## src/sv/sha_pkg.sv

```systemverilog
package sha_pkg;

    localparam int unsigned BlockBytes = 64;
    localparam int unsigned Rounds     = 64;
    localparam int unsigned LenPos     = 56;
    localparam logic [7:0]  PadMark    = 8'h80;

    typedef logic [31:0] t_word;

    typedef struct packed {
        logic load_byte;
        logic load_pad;
        logic load_zero;
        logic load_len;
        logic start;
        logic reload_iv;
        logic clear_bits;
    } t_cmd;

    typedef struct packed {
        logic       busy;
        logic [5:0] fill;
    } t_status;

    function automatic t_word iv_word(input logic [2:0] idx);
        case (idx)
            3'd0: iv_word = 32'h6a09e667;
            3'd1: iv_word = 32'hbb67ae85;
            3'd2: iv_word = 32'h3c6ef372;
            3'd3: iv_word = 32'ha54ff53a;
            3'd4: iv_word = 32'h510e527f;
            3'd5: iv_word = 32'h9b05688c;
            3'd6: iv_word = 32'h1f83d9ab;
            default: iv_word = 32'h5be0cd19;
        endcase
    endfunction

    localparam t_word RoundK [0:63] = '{
        32'h428a2f98, 32'h71374491, 32'hb5c0fbcf, 32'he9b5dba5,
        32'h3956c25b, 32'h59f111f1, 32'h923f82a4, 32'hab1c5ed5,
        32'hd807aa98, 32'h12835b01, 32'h243185be, 32'h550c7dc3,
        32'h72be5d74, 32'h80deb1fe, 32'h9bdc06a7, 32'hc19bf174,
        32'he49b69c1, 32'hefbe4786, 32'h0fc19dc6, 32'h240ca1cc,
        32'h2de92c6f, 32'h4a7484aa, 32'h5cb0a9dc, 32'h76f988da,
        32'h983e5152, 32'ha831c66d, 32'hb00327c8, 32'hbf597fc7,
        32'hc6e00bf3, 32'hd5a79147, 32'h06ca6351, 32'h14292967,
        32'h27b70a85, 32'h2e1b2138, 32'h4d2c6dfc, 32'h53380d13,
        32'h650a7354, 32'h766a0abb, 32'h81c2c92e, 32'h92722c85,
        32'ha2bfe8a1, 32'ha81a664b, 32'hc24b8b70, 32'hc76c51a3,
        32'hd192e819, 32'hd6990624, 32'hf40e3585, 32'h106aa070,
        32'h19a4c116, 32'h1e376c08, 32'h2748774c, 32'h34b0bcb5,
        32'h391c0cb3, 32'h4ed8aa4a, 32'h5b9cca4f, 32'h682e6ff3,
        32'h748f82ee, 32'h78a5636f, 32'h84c87814, 32'h8cc70208,
        32'h90befffa, 32'ha4506ceb, 32'hbef9a3f7, 32'hc67178f2
    };

    function automatic t_word rotr(input t_word x, input int unsigned n);
        rotr = (x >> n) | (x << (32 - n));
    endfunction

endpackage

```

## src/sv/sha_if.sv

```systemverilog
interface sha_in_if;
    logic       valid;
    logic       ready;
    logic       mode;
    logic [7:0] data_byte;
    modport source (output valid, mode, data_byte, input ready);
    modport sink (input valid, mode, data_byte, output ready);
endinterface

interface sha_out_if;
    logic        valid;
    logic        ready;
    logic [31:0] digest_word;
    logic [2:0]  word_index;
    logic        last_word;
    modport source (output valid, digest_word, word_index, last_word, input ready);
    modport sink (input valid, digest_word, word_index, last_word, output ready);
endinterface

```

## src/sv/sha256_byte_stream_hasher.sv

```systemverilog
// SHA-256 hasher over a byte stream.
// Input channel in_if: one byte per handshake; mode 0 appends data_byte to
// the message, mode 1 finishes the message.
// Output channel out_if: a finish yields eight digest words, H0 first, with
// word_index 0..7 and last_word set on the eighth.
// Every data byte is taken while idle; the 64th byte of a block starts the
// 64-round compression (one round per cycle on a single round unit); input is
// held off until it ends.
// A finish writes the padding one byte per cycle into the block buffer,
// pausing while a first block is compressed, and runs one or two compressions,
// then presents the digest.
// Output words are held while the receiver stalls; no input is taken until
// all eight are taken. The hash state then reloads for the next message.
// Reset (i_rst_n low, synchronous) loads the initial hash values, clears the
// bit count and returns to idle; the block buffer needs no clearing.
module sha256_byte_stream_hasher (
    input  logic      i_clk,
    input  logic      i_rst_n,
    sha_in_if.sink    in_if,
    sha_out_if.source out_if
);
    import sha_pkg::*;

    t_cmd       cmd;
    t_status    status;
    logic [7:0] wr_byte;
    logic [2:0] rd_idx;
    t_word      hash;

    sha_control u_ctrl (
        .i_clk    (i_clk),
        .i_rst_n  (i_rst_n),
        .in_if    (in_if),
        .out_if   (out_if),
        .i_status (status),
        .i_hash   (hash),
        .o_cmd    (cmd),
        .o_byte   (wr_byte),
        .o_rd_idx (rd_idx)
    );

    sha_datapath u_dp (
        .i_clk    (i_clk),
        .i_rst_n  (i_rst_n),
        .i_cmd    (cmd),
        .i_byte   (wr_byte),
        .i_rd_idx (rd_idx),
        .o_status (status),
        .o_hash   (hash)
    );

endmodule

```

## src/sv/sha_datapath.sv

```systemverilog
module sha_datapath (
    input  logic           i_clk,
    input  logic           i_rst_n,
    input  sha_pkg::t_cmd  i_cmd,
    input  logic [7:0]     i_byte,
    input  logic [2:0]     i_rd_idx,
    output sha_pkg::t_status o_status,
    output logic [31:0]    o_hash
);
    import sha_pkg::*;

    t_word       r_w [0:15];
    t_word       r_h [0:7];
    t_word       r_v [0:7];
    logic [63:0] r_bits;
    logic [5:0]  r_pos;
    logic [6:0]  r_round;
    logic        r_busy;
    logic [7:0]  n_wbyte;
    t_word       w_cur, w_new, t1, t2, e_s, a_s;
    logic [5:0]  rnd;

    assign rnd = r_round[5:0];
    assign o_status.busy = r_busy;
    assign o_status.fill = r_pos;
    assign o_hash = r_h[i_rd_idx];

    always_comb begin
        n_wbyte = i_byte;
        if (i_cmd.load_pad) begin
            n_wbyte = PadMark;
        end else if (i_cmd.load_zero) begin
            n_wbyte = 8'h00;
        end else if (i_cmd.load_len) begin
            n_wbyte = r_bits[8 * (7 - r_pos[2:0]) +: 8];
        end
    end

    always_comb begin
        w_new = (rotr(r_w[14], 17) ^ rotr(r_w[14], 19) ^ (r_w[14] >> 10)) + r_w[9]
              + (rotr(r_w[1], 7) ^ rotr(r_w[1], 18) ^ (r_w[1] >> 3)) + r_w[0];
        w_cur = (rnd < 6'd16) ? r_w[0] : w_new;
        e_s = rotr(r_v[4], 6) ^ rotr(r_v[4], 11) ^ rotr(r_v[4], 25);
        a_s = rotr(r_v[0], 2) ^ rotr(r_v[0], 13) ^ rotr(r_v[0], 22);
        t1 = r_v[7] + e_s + ((r_v[4] & r_v[5]) ^ (~r_v[4] & r_v[6])) + RoundK[rnd] + w_cur;
        t2 = a_s + ((r_v[0] & r_v[1]) ^ (r_v[0] & r_v[2]) ^ (r_v[1] & r_v[2]));
    end

    always_ff @(posedge i_clk) begin
        if (i_cmd.start) begin
            for (int i = 0; i < 8; i++) begin
                r_v[i] <= r_h[i];
            end
        end else if (r_busy && !r_round[6]) begin
            for (int i = 0; i < 15; i++) begin
                r_w[i] <= r_w[i+1];
            end
            r_w[15] <= w_cur;
            r_v[0] <= t1 + t2;
            r_v[1] <= r_v[0];
            r_v[2] <= r_v[1];
            r_v[3] <= r_v[2];
            r_v[4] <= r_v[3] + t1;
            r_v[5] <= r_v[4];
            r_v[6] <= r_v[5];
            r_v[7] <= r_v[6];
        end
        if (i_cmd.load_byte || i_cmd.load_pad || i_cmd.load_zero || i_cmd.load_len) begin
            r_w[r_pos[5:2]][8 * (3 - r_pos[1:0]) +: 8] <= n_wbyte;
        end
    end

    always_ff @(posedge i_clk) begin
        if (!i_rst_n) begin
            for (int i = 0; i < 8; i++) begin
                r_h[i] <= iv_word(3'(i));
            end
            r_bits  <= '0;
            r_pos   <= '0;
            r_round <= '0;
            r_busy  <= 1'b0;
        end else begin
            if (i_cmd.load_byte || i_cmd.load_pad || i_cmd.load_zero || i_cmd.load_len) begin
                r_pos <= r_pos + 6'd1;
            end
            if (i_cmd.load_byte) begin
                r_bits <= r_bits + 64'd8;
            end
            if (i_cmd.start) begin
                r_busy  <= 1'b1;
                r_round <= '0;
            end else if (r_busy) begin
                if (r_round[6]) begin
                    for (int i = 0; i < 8; i++) begin
                        r_h[i] <= r_h[i] + r_v[i];
                    end
                    r_busy <= 1'b0;
                end else begin
                    r_round <= r_round + 7'd1;
                end
            end
            if (i_cmd.reload_iv) begin
                for (int i = 0; i < 8; i++) begin
                    r_h[i] <= iv_word(3'(i));
                end
            end
            if (i_cmd.clear_bits) begin
                r_bits <= '0;
                r_pos  <= '0;
            end
        end
    end

endmodule

```

## src/sv/sha_control.sv

```systemverilog
module sha_control (
    input  logic             i_clk,
    input  logic             i_rst_n,
    sha_in_if.sink           in_if,
    sha_out_if.source        out_if,
    input  sha_pkg::t_status i_status,
    input  logic [31:0]      i_hash,
    output sha_pkg::t_cmd    o_cmd,
    output logic [7:0]       o_byte,
    output logic [2:0]       o_rd_idx
);
    import sha_pkg::*;

    typedef enum logic [7:0] {
        S_IDLE  = 8'b0000_0001,
        S_COMP  = 8'b0000_0010,
        S_PAD   = 8'b0000_0100,
        S_ZERO  = 8'b0000_1000,
        S_LEN   = 8'b0001_0000,
        S_FCOMP = 8'b0010_0000,
        S_OUT   = 8'b0100_0000,
        S_WAIT  = 8'b1000_0000
    } t_state;

    t_state     r_state, n_state;
    logic       r_second, n_second;
    logic [2:0] r_idx, n_idx;
    logic       r_started, n_started;

    assign o_byte = in_if.data_byte;
    assign o_rd_idx = r_idx;
    assign in_if.ready = (r_state == S_IDLE);
    assign out_if.valid = (r_state == S_OUT);
    assign out_if.digest_word = i_hash;
    assign out_if.word_index = r_idx;
    assign out_if.last_word = (r_idx == 3'd7);

    always_comb begin
        n_state   = r_state;
        n_second  = r_second;
        n_idx     = r_idx;
        n_started = 1'b0;
        o_cmd     = '0;
        case (r_state)
            S_IDLE: begin
                if (in_if.valid) begin
                    if (!in_if.mode) begin
                        o_cmd.load_byte = 1'b1;
                        if (i_status.fill == 6'd63) begin
                            o_cmd.start = 1'b1;
                            n_state = S_COMP;
                        end
                    end else begin
                        n_state = S_PAD;
                    end
                end
            end
            S_COMP: begin
                if (!i_status.busy) begin
                    n_state = S_IDLE;
                end
            end
            S_PAD: begin
                o_cmd.load_pad = 1'b1;
                n_second = (i_status.fill >= 6'(LenPos));
                n_state = (i_status.fill == 6'd63) ? S_WAIT : S_ZERO;
                if (i_status.fill == 6'd63) begin
                    n_started = 1'b1;
                end
                if (i_status.fill == 6'(LenPos - 1)) begin
                    n_state = S_LEN;
                end
            end
            S_ZERO: begin
                o_cmd.load_zero = 1'b1;
                if (i_status.fill == 6'd63) begin
                    n_state = S_WAIT;
                    n_started = 1'b1;
                end else if (i_status.fill == 6'(LenPos - 1) && !r_second) begin
                    n_state = S_LEN;
                end
            end
            S_WAIT: begin
                if (r_started) begin
                    o_cmd.start = 1'b1;
                end else if (!i_status.busy) begin
                    n_second = 1'b0;
                    n_state = S_ZERO;
                    if (i_status.fill == 6'(LenPos)) begin
                        n_state = S_LEN;
                    end
                end
            end
            S_LEN: begin
                o_cmd.load_len = 1'b1;
                if (i_status.fill == 6'd63) begin
                    n_state = S_FCOMP;
                    n_started = 1'b1;
                end
            end
            S_FCOMP: begin
                if (r_started) begin
                    o_cmd.start = 1'b1;
                end else if (!i_status.busy) begin
                    n_idx = 3'd0;
                    n_state = S_OUT;
                end
            end
            S_OUT: begin
                if (out_if.ready) begin
                    n_idx = r_idx + 3'd1;
                    if (r_idx == 3'd7) begin
                        o_cmd.reload_iv = 1'b1;
                        o_cmd.clear_bits = 1'b1;
                        n_state = S_IDLE;
                    end
                end
            end
            default: n_state = S_IDLE;
        endcase
    end

    always_ff @(posedge i_clk) begin
        if (!i_rst_n) begin
            r_state   <= S_IDLE;
            r_second  <= 1'b0;
            r_idx     <= '0;
            r_started <= 1'b0;
        end else begin
            r_state   <= n_state;
            r_second  <= n_second;
            r_idx     <= n_idx;
            r_started <= n_started;
        end
    end

endmodule
```

## src/flat_wrapper.sv

```systemverilog
// flat-port wrapper written by rule: the top's interface ports become plain ports
module sha256_byte_stream_hasher_flat import sha_pkg::*;
  (i_clk, i_rst_n, in_if_valid, in_if_mode, in_if_data_byte, in_if_ready, out_if_valid, out_if_digest_word, out_if_word_index, out_if_last_word, out_if_ready);
  sha_in_if in_if_i ();
  sha_out_if out_if_i ();
  input  logic i_clk;
  input  logic i_rst_n;
  input wire logic [$bits(in_if_i.valid)-1:0] in_if_valid;
  input wire logic [$bits(in_if_i.mode)-1:0] in_if_mode;
  input wire logic [$bits(in_if_i.data_byte)-1:0] in_if_data_byte;
  output wire logic [$bits(in_if_i.ready)-1:0] in_if_ready;
  output wire logic [$bits(out_if_i.valid)-1:0] out_if_valid;
  output wire logic [$bits(out_if_i.digest_word)-1:0] out_if_digest_word;
  output wire logic [$bits(out_if_i.word_index)-1:0] out_if_word_index;
  output wire logic [$bits(out_if_i.last_word)-1:0] out_if_last_word;
  input wire logic [$bits(out_if_i.ready)-1:0] out_if_ready;
  assign in_if_i.valid = in_if_valid;
  assign in_if_i.mode = in_if_mode;
  assign in_if_i.data_byte = in_if_data_byte;
  assign in_if_ready = in_if_i.ready;
  assign out_if_valid = out_if_i.valid;
  assign out_if_digest_word = out_if_i.digest_word;
  assign out_if_word_index = out_if_i.word_index;
  assign out_if_last_word = out_if_i.last_word;
  assign out_if_i.ready = out_if_ready;
  sha256_byte_stream_hasher u_core (.i_clk(i_clk), .i_rst_n(i_rst_n), .in_if(in_if_i), .out_if(out_if_i));
endmodule
```

## config.mk

```make
export PLATFORM = sky130hd
export DESIGN_NAME = sha256_byte_stream_hasher_flat
export DESIGN_NICKNAME = d
export VERILOG_FILES = /design/src/sv/sha_pkg.sv /design/src/sv/sha_if.sv /design/src/sv/sha256_byte_stream_hasher.sv /design/src/sv/sha_datapath.sv /design/src/sv/sha_control.sv /design/src/flat_wrapper.sv
export SDC_FILE = /design/constraint.sdc
export NUM_CORES = 2
export LEC_CHECK = 0
export BUFFER_PORTS_ARGS = -buffer_cell sky130_fd_sc_hd__buf_2
export CORE_MARGIN = 4
export CORE_UTILIZATION = 45
export CTS_BUF_LIST = sky130_fd_sc_hd__clkbuf_8
export CTS_CLUSTER_SIZE = 20
export DETAILED_ROUTE_END_ITERATION = 10
export GPL_TIMING_DRIVEN = 0
export HOLD_SLACK_MARGIN = 0.02
export SLEW_MARGIN = 30
export SYNTH_ARGS = -nofsm -noshare
export SYNTH_HDL_FRONTEND = slang
export SYNTH_SLANG_ARGS = --single-unit
export TNS_END_PERCENT = 100
```

## constraint.sdc

```tcl
create_clock -name i_clk -period 13.8 [get_ports i_clk]
set_clock_uncertainty 0.05 [all_clocks]
set_input_delay 0 -clock i_clk [delete_from_list [all_inputs] [get_ports i_clk]]
set_output_delay 0 -clock i_clk [all_outputs]
set_load 0.01 [all_outputs]
```

==> flow_summary_export.csv <==
group,metric,value,unit
critical_path,max_stage_delay,0.61,ns
synthesis,async_reset_ff_frac,0,
placed_design,place_ws,1.01,ns
layout,instances_no_fill,10500,
drt,drtPass1Iterations,6,
job,maxCapViolations,0,
pwr,p_seq_frac,0.484,
layout,final_cell_mix,"1,550 x nand2_1, 896 x edfxtp_1, 814 x o21ai_0",
die,core_area,165000,sq um
layout,nets,8719,
clock_network,cts_tree,"yes",
die,start_util,0.452,
layout,syn_to_final_growth,10.4,%
synthesis,syn_area,74700,sq um
clock_network,cts_buffers,200,
clock_network,htreeDepth,4,
layout,drive_above_1_share,0.0817,
synthesis,syn_area_per_cell,9.58,sq um
min_path,min_path_type,"in -> reg",
critical_path,crit_top_cell,"fa_1",
grt,gr-total-overflow,0,
pwr,p_leak,0.0326,uW
grt,antenna_found_initial,13,
clock_network,clockRootBuffer,"clkbuf_8",
placed_design,routabilityCongestion,1.02,
drt,drcViolationCount,0,
grt,grt_start_max_net_pins,44,
critical_path,crit_path_end_kind,"register",
layout,layout_commonest_cell,"nand2_1",
critical_path,crit_slowest_cell,"a31oi_1",
drt,wl_per_cell,27.5,microns
die,rows,149,
sta,min_period,12.94,ns
critical_path,worstPathRequired,14.47,ns
synthesis,ys_top_cells_by_area,"edfxtp_1 36%, nand2_1 7.8%, ha_1 7.0%",
synthesis,ys_warn_count,0,
pwr,p_total,7470,uW
drt,wl,288,mm
pwr,power_density,90.7,nW/um^2
critical_path,critPathLaunchType,"register",
pwr,swShare,0.272,
critical_path,path_max_fanout,5,
sta,tightest_slew,1.14,ns
sta,setup_viol,0,
sta,drv_slew,0,
clock_network,clk_latency,1.01,ns
synthesis,synthDistinctLibCells,92,
synthesis,netlist_instances,7792,
synthesis,synth_top_area_cell,"edfxtp_1",
pwr,internal-power,5440,uW
drt,postRouteAntennaNets,0,
synthesis,ys_seq_area_frac,0.419,
clock_network,cts_setup_buffers,0,
drt,drt_iter0_markers,6144,
drt,drt-vias-per-instance,5.97,
sta,clock.fmax,77.3,MHz
pwr,ir_worst_vdd,0.114,mV
sta,fin_ws,0.861,ns
placed_design,hpwl,225,mm
clock_network,clk_path_buf_depth,3,
synthesis,synth-main-ff-cell,"edfxtp_1",
sta,finalHoldViolCount,0,
pwr,p_sw,2040,uW
synthesis,synth_edf_count,896,
die,die_w,415,microns
die,io_pins,51,
clock_network,cts_resized,0,
pwr,clkPwrFrac,0.415,
critical_path,worstSetupPathType,"reg -> reg",
placed_design,dp.cells,10100,
die,dieArea,172000,sq um
sta,slew_headroom,0.234,
sta,rsz0062_at_grt,"false",
clock_network,clkTransAtPathRegs,0.07,ns
synthesis,synth_fp_nets,8418,
grt,gr-usage-all-layers,0.324,
clock_network,clkSinkCount,1115,
status,status,"finished, final reports clean",
grt,grt_pass1_vias,60300,
sta,period_share,0.938,
critical_path,cp.arrival,13.61,ns
synthesis,synth_seq_cells,1115,
clock_network,hold_buffers,17,
grt,grt_pass1_wl,411,mm
drt,num_vias,62500,
pwr,power_frac_comb,0.101,
sta,setup_tns,0,ns
synthesis,synth_top_area_frac,0.360,
placed_design,io_buffers,49,
die,die_h,415,microns
==> critical path, delay by kind of cell, from the launching register on <==
kind,cells,cell delay [ns]
flops,1,0.57
xor+xnor,5,1.37
simple gates,10,1.77
fa+ha+maj,10,4.43
buf+inv,2,0.10
compound gates,17,4.35
==> cells in the mapped netlist (all sizes together) (44+ instances only) <==
master	count
nand2	1553
edfxtp	896
o21ai	874
a21oi	442
xnor2	440
ha	416
nor2	403
clkbuf	355
inv	346
dfxtp	219
fa	197
a21o	177
xor2	173
mux2	127
nor3	99
mux4	84
nand2b	83
nand3	79
o21a	78
o211ai	66
a211oi	56
or3	52
nor2b	47
o21bai	46
buf	44
==> registers in the layout, summed over array words and instances, names as in the netlist, named ones only <==
signal and cells:
u_core.u_dp.r_bits 61, u_core.u_dp.r_round 7, u_core.u_dp.r_h 256, u_core.u_ctrl.r_started 1, u_core.u_dp.r_pos 6, u_core.u_dp.r_w 512
u_core.u_ctrl.r_state 8, u_core.u_ctrl.r_second 1, u_core.u_ctrl.o_rd_idx 3, u_core.u_dp.r_v 256, u_core.u_dp.r_busy 1
==> logic make-up after synthesis <==
group / share of synthesized area
mux: 0.0477
buf+inv: 0.0378
simple gates: 0.141
flops: 0.419
compound gates: 0.156
xor+xnor: 0.0723
fa+ha+maj: 0.126
==> final cells by class <==
| type | count | area [sq um] |
|---|---|---|
| repair buffers | 99 | 903 |
| inverters | 347 | 1300 |
| fillers | 15600 | 82600 |
| plain buffers | 399 | 1580 |
| multi-input cells | 5931 | 40700 |
| diodes | 16 | 40.0 |
| well taps | 2189 | 2740 |
| clock inverters | 154 | 872 |
| flip-flops and latches | 1115 | 31300 |
| clock buffers | 219 | 3010 |
==> power by group through the flow <==
| stage | combinational [uW] | sequential (uW) | clock (uW) |
|---|---|---|---|
| 5_1_grt | 807 | 3620 | 3300 |
| 6_report | 752 | 3620 | 3100 |
| 3_3_place_gp | 719 | 3690 | 0 |
| 4_1_cts | 742 | 3620 | 3140 |
| 2_1_floorplan | 511 | 3680 | 0 |
| 3_5_place_dp | 731 | 3690 | 0 |
==> routing by layer <==
| metal | vias to the layer above | track usage | wire length, microns |
|---|---|---|---|
| met1 | 30400 | 0.399 | 110000 |
| met4 | 0 | 0.216 | 22500 |
| li1 | 28200 | - | - |
| met5 | - | 0 | 0 |
| met2 | 3118 | 0.525 | 133000 |
| met3 | 785 | 0.0541 | 22500 |
==> through the flow <==
stage               utilization  area, sq um  hold WS (ns)
floorplan                     -        74700        0.0759
global placement          0.471        77600         0.201
detailed placement        0.475        78300         0.209
CTS                       0.499        82400        0.0375
global route              0.499        82400        0.0634
finish                    0.500        82400         0.148
==> worst paths after layout <==
check,from,endpoint,slack (ns),depth (start not counted)
setup / recovery,u_core.u_dp.r_w[14][20]$_DFFE_PP_,u_core.u_dp.r_v[0][31]$_DFFE_PP_,0.86,44
hold / removal,in_if_data_byte[0],u_core.u_dp.r_w[2][24]$_DFFE_PP_,0.15,5
setup reg to reg,u_core.u_dp.r_w[14][20]$_DFFE_PP_,u_core.u_dp.r_v[0][31]$_DFFE_PP_,0.86,44
hold reg to reg,u_core.u_dp.r_h[5][12]$_SDFFE_PP0P_,u_core.u_dp.r_h[5][12]$_SDFFE_PP0P_,0.44,2
(Power assumes the default switching activity.)
